File: config.mk
export PLATFORM = sky130hd
export DESIGN_NAME = motor_stall_detector
export DESIGN_NICKNAME = d
export VERILOG_FILES = /design/src/rtl/msd_pkg.sv /design/src/rtl/msd_lane.sv /design/src/rtl/motor_stall_detector.sv
export SDC_FILE = /design/constraint.sdc
export NUM_CORES = 2
export LEC_CHECK = 0
export BUFFER_PORTS_ARGS = -buffer_cell sky130_fd_sc_hd__buf_2
export CAP_MARGIN = 20
export CORE_MARGIN = 2
export CORE_UTILIZATION = 35
export DETAILED_ROUTE_END_ITERATION = 16
export GPL_ROUTABILITY_DRIVEN = 1
export PLACE_DENSITY_LB_ADDON = 0.05
export SYNTH_ARGS = -nofsm -noshare
export SYNTH_HDL_FRONTEND = slang
export SYNTH_HIERARCHICAL = 1
export SYNTH_SLANG_ARGS = --single-unit
File: constraint.sdc
create_clock -name clk -period 9.4 [get_ports clk]
set_input_delay 0.47 -clock clk [delete_from_list [all_inputs] [get_ports clk]]
set_output_delay 0.47 -clock clk [all_outputs]
set_load 0.01 [all_outputs]
File: src/rtl/msd_pkg.sv
// shared constants, types and control encodings for the motor stall detector
`default_nettype none

package msd_pkg;

    localparam int WINDOW     = 60;
    localparam int IDX_W      = $clog2(WINDOW);
    localparam int FILL_W     = $clog2(WINDOW + 1);
    localparam int CUR_W      = 12;
    localparam int DT_W       = 10;
    localparam int ST_W       = 16;
    localparam int CFG_IDX_W  = 2;
    localparam int CFG_DATA_W = 16;
    localparam int IN_DATA_W  = 40;
    localparam int OUT_DATA_W = 32;

    localparam logic [CFG_IDX_W-1:0] REG_CUR_THR  = CFG_IDX_W'(0);
    localparam logic [CFG_IDX_W-1:0] REG_TIME_THR = CFG_IDX_W'(1);

    localparam logic [CUR_W-1:0] CUR_THR_RST  = CUR_W'(800);
    localparam logic [ST_W-1:0]  TIME_THR_RST = ST_W'(1000);

    typedef enum logic [2:0] {
        OP_NONE,
        OP_LOAD,
        OP_DEL,
        OP_INS,
        OP_INS_LAST,
        OP_MED
    } lane_op_t;

    typedef struct packed {
        lane_op_t         op;
        logic [IDX_W-1:0] addr;
    } lane_ctl_t;

    typedef enum logic [3:0] {
        ST_IDLE,
        ST_LOAD,
        ST_DEL,
        ST_DEL_DRAIN,
        ST_INS,
        ST_INS_DRAIN,
        ST_INS_LAST,
        ST_MED,
        ST_MED_DRAIN,
        ST_RESULT
    } state_t;

endpackage

`default_nettype wire

File: src/rtl/msd_lane.sv
// one current channel: sample window, sorted copy kept by sweeps, median readout
`default_nettype none

module msd_lane (
    input  wire logic                       clk,
    input  wire logic                       rst_n,
    input  wire msd_pkg::lane_ctl_t         ctl,
    input  wire logic [msd_pkg::CUR_W-1:0]  sample,
    output logic      [msd_pkg::CUR_W-1:0]  median
);
    import msd_pkg::*;

    logic [CUR_W-1:0] win_mem [WINDOW];
    logic [CUR_W-1:0] srt_mem [WINDOW];

    logic [CUR_W-1:0] old_reg;
    logic [CUR_W-1:0] srt_q;
    logic [CUR_W-1:0] hold_reg;
    logic [CUR_W-1:0] median_reg;

    lane_op_t         mode_reg;
    logic [IDX_W-1:0] idx_reg;
    logic             found_reg;
    logic             found_next;
    logic             placed_reg;
    logic             placed_next;

    logic             rd_en;
    logic             wr_en;
    logic [IDX_W-1:0] wr_addr;
    logic [CUR_W-1:0] wr_data;
    logic             med_cap;
    logic [CUR_W:0]   med_sum;

    assign rd_en = (ctl.op == OP_DEL) || (ctl.op == OP_INS) || (ctl.op == OP_MED);

    // window memory, read-first at the overwritten slot
    always_ff @(posedge clk)
    begin
        if (ctl.op == OP_LOAD)
        begin
            old_reg             <= win_mem[ctl.addr];
            win_mem[ctl.addr]   <= sample;
        end
    end

    // sorted memory
    always_ff @(posedge clk)
    begin
        if (rd_en)
        begin
            srt_q <= srt_mem[ctl.addr];
        end
        if (wr_en)
        begin
            srt_mem[wr_addr] <= wr_data;
        end
    end

    // read data arrives in the cycle after the op that issued it
    always_comb
    begin
        wr_en       = 1'b0;
        wr_addr     = '0;
        wr_data     = sample;
        found_next  = found_reg;
        placed_next = placed_reg;
        med_cap     = 1'b0;
        unique case (mode_reg)
            OP_DEL:
            begin
                if (found_reg)
                begin
                    wr_en   = 1'b1;
                    wr_addr = idx_reg - 1'b1;
                    wr_data = srt_q;
                end
                else if (srt_q == old_reg)
                begin
                    found_next = 1'b1;
                end
            end
            OP_INS:
            begin
                if (!placed_reg)
                begin
                    wr_en   = 1'b1;
                    wr_addr = idx_reg + 1'b1;
                    if (srt_q > sample)
                    begin
                        wr_data = srt_q;
                    end
                    else
                    begin
                        wr_data     = sample;
                        placed_next = 1'b1;
                    end
                end
            end
            OP_MED:
            begin
                med_cap = 1'b1;
            end
            default:
            begin
            end
        endcase
        // new sample is the smallest
        if ((ctl.op == OP_INS_LAST) && !placed_reg)
        begin
            wr_en   = 1'b1;
            wr_addr = '0;
            wr_data = sample;
        end
        if (ctl.op == OP_LOAD)
        begin
            found_next  = 1'b0;
            placed_next = 1'b0;
        end
    end

    assign med_sum = {1'b0, hold_reg} + {1'b0, srt_q};

    always_ff @(posedge clk)
    begin
        if (med_cap)
        begin
            hold_reg   <= srt_q;
            median_reg <= med_sum[CUR_W:1];
        end
    end

    always_ff @(posedge clk or negedge rst_n)
    begin
        if (!rst_n)
        begin
            mode_reg   <= OP_NONE;
            idx_reg    <= '0;
            found_reg  <= 1'b0;
            placed_reg <= 1'b0;
        end
        else
        begin
            mode_reg   <= ctl.op;
            idx_reg    <= ctl.addr;
            found_reg  <= found_next;
            placed_reg <= placed_next;
        end
    end

    assign median = median_reg;

endmodule

`default_nettype wire

File: src/rtl/motor_stall_detector.sv
// top level: stream ports, sequencer, stall-time accumulator and result register
`default_nettype none

// Two-motor stall detector. Each input transfer carries one current sample per
// motor and the elapsed milliseconds; each produces exactly one output transfer
// with the running medians over the last 60 samples and the stall flag. Each
// channel keeps its samples in a circular window and a sorted copy in a
// simple dual-port memory that is updated by sweeps: one removal sweep of the
// oldest sample (once the window is full) and one insertion sweep, one entry
// per cycle, followed by two reads for the median. s_tready is low from
// acceptance until the result enters the output register, so the next item
// is not accepted before then. A finished result waits in the output register
// without blocking acceptance of the next item; if that register is still
// occupied when the next result is ready, the sequencer holds in its last
// step until it frees. Configuration writes are always accepted; index 0 is
// the stall current threshold (12 bits), index 1 the stall time threshold in
// ms (16 bits), other indexes are ignored.
module motor_stall_detector (
    input  wire logic                              clk,
    input  wire logic                              rst_n,
    input  wire logic                              s_tvalid,
    output logic                                   s_tready,
    // current_a[11:0], current_b[23:12], elapsed_ms[33:24], zero fill
    input  wire logic [msd_pkg::IN_DATA_W-1:0]     s_tdata,
    output logic                                   m_tvalid,
    input  wire logic                              m_tready,
    // stalling[0], median_a[12:1], median_b[24:13], zero fill
    output logic      [msd_pkg::OUT_DATA_W-1:0]    m_tdata,
    input  wire logic                              cfg_valid,
    output logic                                   cfg_ready,
    input  wire logic [msd_pkg::CFG_IDX_W-1:0]     cfg_index,
    input  wire logic [msd_pkg::CFG_DATA_W-1:0]    cfg_data
);
    import msd_pkg::*;

    state_t            state_reg;
    state_t            state_next;
    logic [IDX_W-1:0]  cnt_reg;
    logic [IDX_W-1:0]  cnt_next;
    logic [FILL_W-1:0] fill_reg;
    logic [FILL_W-1:0] fill_next;
    logic [IDX_W-1:0]  slot_reg;
    logic [IDX_W-1:0]  slot_next;
    logic [ST_W-1:0]   st_reg;
    logic [ST_W-1:0]   st_next;

    logic [CUR_W-1:0]  cur_thr_reg;
    logic [ST_W-1:0]   time_thr_reg;

    logic [CUR_W-1:0]  ca_reg;
    logic [CUR_W-1:0]  cb_reg;
    logic [DT_W-1:0]   dt_reg;

    logic              out_valid_reg;
    logic              out_valid_next;
    logic              stalling_reg;
    logic              stalling_next;
    logic [CUR_W-1:0]  med_a_reg;
    logic [CUR_W-1:0]  med_b_reg;

    lane_ctl_t         ctl;
    logic [CUR_W-1:0]  median_a;
    logic [CUR_W-1:0]  median_b;

    logic              full;
    logic              out_free;
    logic              result_go;
    logic [IDX_W-1:0]  med_hi;
    logic [IDX_W-1:0]  med_lo;
    logic              over_thr;
    logic [ST_W:0]     st_sum;
    logic [ST_W-1:0]   st_up;
    logic [ST_W-1:0]   st_down;

    assign full      = (fill_reg == FILL_W'(WINDOW));
    assign out_free  = !out_valid_reg || m_tready;
    assign result_go = (state_reg == ST_RESULT) && out_free;
    assign med_hi    = IDX_W'(fill_reg >> 1);
    assign med_lo    = fill_reg[0] ? med_hi : (med_hi - 1'b1);

    // next state and counters
    always_comb
    begin
        state_next = state_reg;
        cnt_next   = cnt_reg;
        fill_next  = fill_reg;
        slot_next  = slot_reg;
        unique case (state_reg)
            ST_IDLE:
            begin
                if (s_tvalid)
                begin
                    state_next = ST_LOAD;
                end
            end
            ST_LOAD:
            begin
                slot_next = (slot_reg == IDX_W'(WINDOW - 1)) ? '0 : (slot_reg + 1'b1);
                if (full)
                begin
                    state_next = ST_DEL;
                    cnt_next   = '0;
                end
                else
                begin
                    fill_next = fill_reg + 1'b1;
                    if (fill_reg == '0)
                    begin
                        state_next = ST_INS_LAST;
                    end
                    else
                    begin
                        state_next = ST_INS;
                        cnt_next   = IDX_W'(fill_reg - 1'b1);
                    end
                end
            end
            ST_DEL:
            begin
                if (cnt_reg == IDX_W'(WINDOW - 1))
                begin
                    state_next = ST_DEL_DRAIN;
                end
                else
                begin
                    cnt_next = cnt_reg + 1'b1;
                end
            end
            ST_DEL_DRAIN:
            begin
                state_next = ST_INS;
                cnt_next   = IDX_W'(WINDOW - 2);
            end
            ST_INS:
            begin
                if (cnt_reg == '0)
                begin
                    state_next = ST_INS_DRAIN;
                end
                else
                begin
                    cnt_next = cnt_reg - 1'b1;
                end
            end
            ST_INS_DRAIN:
            begin
                state_next = ST_INS_LAST;
            end
            ST_INS_LAST:
            begin
                state_next = ST_MED;
                cnt_next   = '0;
            end
            ST_MED:
            begin
                if (cnt_reg == '0)
                begin
                    cnt_next = IDX_W'(1);
                end
                else
                begin
                    state_next = ST_MED_DRAIN;
                end
            end
            ST_MED_DRAIN:
            begin
                state_next = ST_RESULT;
            end
            ST_RESULT:
            begin
                if (out_free)
                begin
                    state_next = ST_IDLE;
                end
            end
            default:
            begin
                state_next = ST_IDLE;
            end
        endcase
    end

    // lane control
    always_comb
    begin
        ctl.op   = OP_NONE;
        ctl.addr = cnt_reg;
        unique case (state_reg)
            ST_LOAD:
            begin
                ctl.op   = OP_LOAD;
                ctl.addr = slot_reg;
            end
            ST_DEL:
            begin
                ctl.op = OP_DEL;
            end
            ST_INS:
            begin
                ctl.op = OP_INS;
            end
            ST_INS_LAST:
            begin
                ctl.op = OP_INS_LAST;
            end
            ST_MED:
            begin
                ctl.op   = OP_MED;
                ctl.addr = (cnt_reg == '0) ? med_lo : med_hi;
            end
            default:
            begin
                ctl.op = OP_NONE;
            end
        endcase
    end

    // stall-time accumulator, saturating at the top and clamped at zero
    assign over_thr = (median_a > cur_thr_reg) || (median_b > cur_thr_reg);
    assign st_sum   = {1'b0, st_reg} + {{(ST_W + 1 - DT_W){1'b0}}, dt_reg};
    assign st_up    = st_sum[ST_W] ? {ST_W{1'b1}} : st_sum[ST_W-1:0];
    assign st_down  = (st_reg > ST_W'(dt_reg)) ? (st_reg - ST_W'(dt_reg)) : '0;

    always_comb
    begin
        st_next        = st_reg;
        stalling_next  = stalling_reg;
        out_valid_next = out_valid_reg;
        if (m_tready)
        begin
            out_valid_next = 1'b0;
        end
        if (result_go)
        begin
            st_next        = over_thr ? st_up : st_down;
            stalling_next  = (st_next >= time_thr_reg);
            out_valid_next = 1'b1;
        end
    end

    always_ff @(posedge clk or negedge rst_n)
    begin
        if (!rst_n)
        begin
            state_reg     <= ST_IDLE;
            cnt_reg       <= '0;
            fill_reg      <= '0;
            slot_reg      <= '0;
            st_reg        <= '0;
            out_valid_reg <= 1'b0;
            cur_thr_reg   <= CUR_THR_RST;
            time_thr_reg  <= TIME_THR_RST;
        end
        else
        begin
            state_reg     <= state_next;
            cnt_reg       <= cnt_next;
            fill_reg      <= fill_next;
            slot_reg      <= slot_next;
            st_reg        <= st_next;
            out_valid_reg <= out_valid_next;
            if (cfg_valid && cfg_ready)
            begin
                unique case (cfg_index)
                    REG_CUR_THR:  cur_thr_reg  <= cfg_data[CUR_W-1:0];
                    REG_TIME_THR: time_thr_reg <= cfg_data[ST_W-1:0];
                    default:
                    begin
                    end
                endcase
            end
        end
    end

    // payload registers
    always_ff @(posedge clk)
    begin
        if (s_tvalid && s_tready)
        begin
            ca_reg <= s_tdata[CUR_W-1:0];
            cb_reg <= s_tdata[2*CUR_W-1:CUR_W];
            dt_reg <= s_tdata[2*CUR_W+DT_W-1:2*CUR_W];
        end
        if (result_go)
        begin
            stalling_reg <= stalling_next;
            med_a_reg    <= median_a;
            med_b_reg    <= median_b;
        end
    end

    msd_lane u_lane_a (
        .clk    (clk),
        .rst_n  (rst_n),
        .ctl    (ctl),
        .sample (ca_reg),
        .median (median_a)
    );

    msd_lane u_lane_b (
        .clk    (clk),
        .rst_n  (rst_n),
        .ctl    (ctl),
        .sample (cb_reg),
        .median (median_b)
    );

    assign s_tready  = (state_reg == ST_IDLE);
    assign cfg_ready = 1'b1;
    assign m_tvalid  = out_valid_reg;
    assign m_tdata   = {{(OUT_DATA_W - 2*CUR_W - 1){1'b0}}, med_b_reg, med_a_reg, stalling_reg};

endmodule

`default_nettype wire
==> Yosys cells after proc, flatten, opt, wreduce, memory -nomap -nowiden <==
Memory sizes are Yosys's and may differ from the RTL's. A register that Yosys moved wholly into a read port is not among the register bits.
Index checks and enable logic that the tools add are counted.
{ "op_classes": {"n_addsub": 12, "n_lt_le_gt_ge": 6, "n_eq_ne": 32, "muxes": 73, "bitwise_logic": 1, "n_reduce_logical": 24} }
{ "op_table": {"columns": ["operator", "count"], "rows": [
  ["$mux 12", 8],
  ["$mux 6", 14],
  ["$gt 12x12->1", 4],
  ["$mux 16", 3],
  ["$pmux 12 s2", 2],
  ["$pmux 4 s10", 1],
  ["$pmux 6 s2", 3],
  ["$pmux 6 s6", 1],
  ["$mux 1", 31],
  ["$add 12x12->13", 2],
  ["$add 6x1->6 const B", 4],
  ["$eq 12x12->1", 2],
  ["$mux 4", 5],
  ["$eq 6x6->1 const B", 3],
  ["$sub 6x1->6 const B", 3],
  ["$add 16x10->17", 1],
  ["$eq 4x3->1 const B", 4],
  ["$ge 16x16->1", 1],
  ["$gt 16x10->1", 1],
  ["$ne 2x2->1 const B", 8],
  ["$sub 16x10->16", 1],
  ["$pmux 3 s5", 1],
  ["$eq 3x2->1 const B", 4],
  ["$logic_not 6->1", 2],
  ["other kinds (21)", 39]
]} }
{ "totals": {"register_bits": 187, "mem_bits_rw": 2880, "input_bits": 63, "elab_cells": 176, "memories": 4} }
{ "mem_list": {"columns": ["name", "words", "width", "rd", "rd_ports_with_merged_regs", "write_ports", "line", "text"], "rows": [
  ["u_lane_a.srt_mem", 60, 12, 1, 1, 1, "msd_lane.sv:14", "logic [CUR_W-1:0] srt_mem [WINDOW];"],
  ["u_lane_a.win_mem", 60, 12, 1, 1, 1, "msd_lane.sv:13", "logic [CUR_W-1:0] win_mem [WINDOW];"],
  ["u_lane_b.srt_mem", 60, 12, 1, 1, 1, "msd_lane.sv:14", null],
  ["u_lane_b.win_mem", 60, 12, 1, 1, 1, "msd_lane.sv:13", null]
]} }

==> Depth between registers and ports, before layout <==
{ "logic_depth": {"ltp_word": 7, "ltp_mapped": 20, "ltp_nobuf": 19} }

==> Hierarchy <==
Netlist, hierarchy kept.
{ "by_module_without_submodules": {"columns": ["mod", "instances", "cells_per_inst", "area_each_um2"], "rows": [
  ["msd_lane at u_lane_a", 1, 3245, 59144.2],
  ["msd_lane at u_lane_b", 1, 3265, 59110.4],
  ["motor_stall_detector", 1, 754, 7686.1]
]} }

==> Least setup slack after synthesis <==
No wires, ideal clock.
{ "synth_path": {"path_kind": "register -> register", "from": "reg ca_reg[10]", "to": "mem u_lane_a.srt_mem[0][1], data pin", "arrival_ns": 4.344, "setup_slack_ns": 4.515, "stages_incl_launch_ff": 10, "path_buffers": 1, "period_less_slack_ns": 4.885, "cell_sequence": "edfxtp_1 > inv_1 > ha_1 > and3_1 > nand4_1 > a21o_1 > a311oi_1 > a31oi_1 > buf_2 > mux2i_1"} }
{ "synth_via": {"elab_chain_cells": 5} }
{ "synth_rtl": {"columns": ["item", "line", "text"], "rows": [
  ["from (decl)", "motor_stall_detector.sv:50", "logic [CUR_W-1:0] ca_reg;"],
  ["from (signal assigned)", "motor_stall_detector.sv:280", "ca_reg <= s_tdata[CUR_W-1:0];"],
  ["$gt 12x12->1", "msd_lane.sv:89", "if (srt_q > sample)"],
  ["$mux 12", "msd_lane.sv:89", null],
  ["$mux 12", "msd_lane.sv:85", "if (!placed_reg)"],
  ["$pmux 12 s2", "msd_lane.sv:69", "unique case (mode_reg)"],
  ["$mux 12", "msd_lane.sv:109", "if ((ctl.op == OP_INS_LAST) && !placed_reg)"],
  ["named net u_lane_a.wr_data[1]", "msd_lane.sv:31", "logic [CUR_W-1:0] wr_data;"],
  ["to (decl)", "msd_lane.sv:14", null]
]} }
The timed path passes the listed nets, and every way through them passes these cells.

==> results.py <==
metrics = {
    "run_status": {
        "status": "completed",
    },
    "floorplan": {
        "die_w_um": 604,
        "ios": 98,
        "die_h_um": 604,
        "core_um2": 359000,
        "rows": 220,
        "die_area_um2": 365000,
        "initial_core_util_pct": 35.1,
    },
    "route": {
        "vias_per_cell": 5.58,
        "drt_iter0_markers": 6901,
        "firstDrtPassIters": 6,
        "detail-route-antenna-nets": 0,
        "routedWlPerCell_um": 33.5,
        "vias": 71325,
        "drcViolationCount": 0,
        "wirelength_mm": 428,
    },
    "final_layout": {
        "final_area_um2": 145000,
        "mostFrequentLayoutCells": "3035 x edfxtp_1, 379 x buf_4, 378 x nor2_1",
        "fin_nets": 7908,
        "areaGrowthSynthToFinish_pct": 15.4,
        "drive_above_1_share_pct": 21.0,
        "layout_commonest_cell": "edfxtp_1",
    },
    "placed_design": {
        "place_congestion": 0.806,
        "placed_cell_area_um2": 134000,
        "port-buffer-count": 83,
        "hpwl_mm": 255,
        "place_ws_ns": 3.28,
    },
    "cts": {
        "cts_tree": "built",
        "cts_buffers": 348,
        "clock_path_buffers": 4,
        "clock_latency_ns": 0.93,
        "clkSinkCount": 3124,
        "path_clk_slew_ns": 0.06,
        "htree_levels": 5,
        "cts.root.buffer_cell": "clkbuf_16",
        "post_cts_resized": 0,
    },
    "worst_setup_path": {
        "crit_path_start_kind": "flop",
        "crit_fanout": 41,
        "cp.arrival_ns": 6.81,
        "critical_path_class": "reg -> reg",
        "required_ns": 10.04,
        "end_kind": "flop",
    },
    "sta": {
        "min_period_ns": 6.17,
        "worst_slack_ns": 3.23,
        "report.final.slew_viol_count": 0,
        "period_share_pct": 65.6,
        "fin_setup_tns_ns": 0,
        "clock_skew_ns": 0.0311,
        "worst_slew_pin_slew_ns": 1.23,
        "hold_viol": 0,
        "relSlewSlack_pct": 18.1,
        "max_freq_mhz": 162,
        "rsz0062_at_grt": "false",
        "setup_viol": 0,
    },
    "logic_synthesis": {
        "synth.area.top_cells": "edfxtp_1 72%, mux4_2 5.2%, mux2_2 2.3%, mux2i_1 2.0%, a221oi_1 1.8%",
        "synth-edff-count": 3035,
        "syn_inst": 7264,
        "yosys.area.top_type": "edfxtp_1",
        "ys.flop_type": "edfxtp_1",
        "yosysSeqAreaShare_pct": 74.1,
        "ys_ff_latch": 3124,
        "ys_warn_count": 6,
        "avgSynthCellArea_um2": 17.3,
        "synth_top_area_share_pct": 72.4,
        "async_flop_share_pct": 2.85,
        "netlist_area_um2": 126000,
        "synth.distinct_cells": 102,
    },
    "global_route": {
        "grt-ovfl-total": 0,
        "grt_pass1_vias": 71988,
        "grt_pass1_wl_mm": 593,
        "grt_util_all_layers_pct": 23.1,
        "antenna_found_initial": 28,
        "grt_max_degree": 94,
    },
    "power_and_ir_drop": {
        "p_leak_nw": 46.6,
        "power_density_nw_per_um2": 350,
        "ir_drop_mv": 0.364,
    },
    "run": {
        "drv_cap": 0,
    },
    "min_path": {
        "hp-class": "in -> async",
    },
}
[timing repair]
item	in CTS	in global routing
hold endpoints to repair	94	0
setup buffers	0	0
hold buffers	69	0
[metal layers]
layer	up-vias	wire length, um	GRT usage, %
met5	-	13	0
met4	2	11900	6.23
met3	528	20400	2.78
met2	2098	212000	39.5
met1	38238	184000	31.2
li1	30459	-	-
[final timing paths]
kind,from,to,slack (ns),cells after the start
worst min-delay path,rst_n,st_reg[7]$_DFFE_PN0P_,0.06,2
max in group asynchronous,rst_n,u_lane_b/idx_reg[0]$_DFF_PN0_,7.99,3
min in group clk,cfg_index[1],cur_thr_reg[9]$_DFFE_PN1P_,0.08,4
worst max register to register,state_reg[2]$_DFFE_PN0P_,u_lane_a/old_reg[4]$_DFFE_PP_,3.23,12
worst max-delay path,state_reg[2]$_DFFE_PN0P_,u_lane_a/old_reg[4]$_DFFE_PP_,3.23,12
worst min register to register,u_lane_b/median[8]$_DFFE_PN_,med_b_reg[8]$_DFFE_PP_,0.46,0
[layout make-up]
cell class	instances	area (um2)
tap	4773	5970
multi-input combinational	3585	30300
clock inverter	212	1770
sequential	3124	93400
inverter	112	425
antenna	12	30.0
timing repair buffer	549	4330
clock buffer	424	9140
fill	32609	213000
[where the power goes]
group          switching (mW)  internal (mW)  leakage, nW
clock network            5.66           7.61         5.33
registers               0.401           16.8         28.4
logic                    14.1           6.34         12.8
total                    20.1           30.7         46.6
[critical path, stage by stage (launching register included)]
cell	delay, ns
dfrtp_1	0.63
nand3_1	0.18
inv_1	0.43
nand2_1	0.53
o21ai_4	0.89
buf_4	0.58
buf_4	0.65
mux2_2	0.41
a221o_1	0.29
nand2_1	0.11
a21oi_1	0.08
a2111oi_0	0.81
nand4_1	0.17
[cell usage after synthesis (23+ instances only)]
library cell / n
o21ai_0: 244
buf_4: 72
o221ai_1: 28
mux2i_1: 247
mux4_2: 290
o2bb2ai_1: 29
and3_1: 23
mux2_2: 258
o22ai_1: 106
xnor2_1: 41
nand4_1: 45
o211ai_1: 45
nor3_1: 37
edfxtp_1: 3035
nor2b_1: 29
a22o_1: 25
a221o_1: 42
buf_2: 166
nand3_1: 80
a32oi_1: 23
ha_1: 120
clkbuf_1: 152
a22oi_1: 171
inv_1: 109
nand2_1: 258
a31oi_1: 34
nand2b_1: 23
buf_6: 37
dfrtp_1: 80
a21oi_1: 278
a21o_1: 23
a221oi_1: 259
a211oi_1: 33
nor2_1: 458
[stage by stage]
stage | hold slack [ns] | util, % | cells | power, mW
after floorplan | 0.174 | - | 7270 | 28.9
after global placement | 0.466 | 37.2 | 12070 | 37.9
after detailed placement | 0.467 | 37.3 | 12072 | 38.0
after CTS | 0.000647 | 40.5 | 12777 | 51.4
after global routing | 0.0668 | 40.5 | 12783 | 52.8
final | 0.0570 | 40.5 | 12791 | 50.8
[cell families after synthesis]
logic type,synth area share [%]
xor gates and xnor gates,0.438
buffers and inverters,2.28
AOI/OAI and AO/OA,8.21
muxes,9.57
and+or+nand+nor,4.09
other,0.00596
DFF,74.1
adders and majority gates,1.27
(Power assumes the default switching activity.)
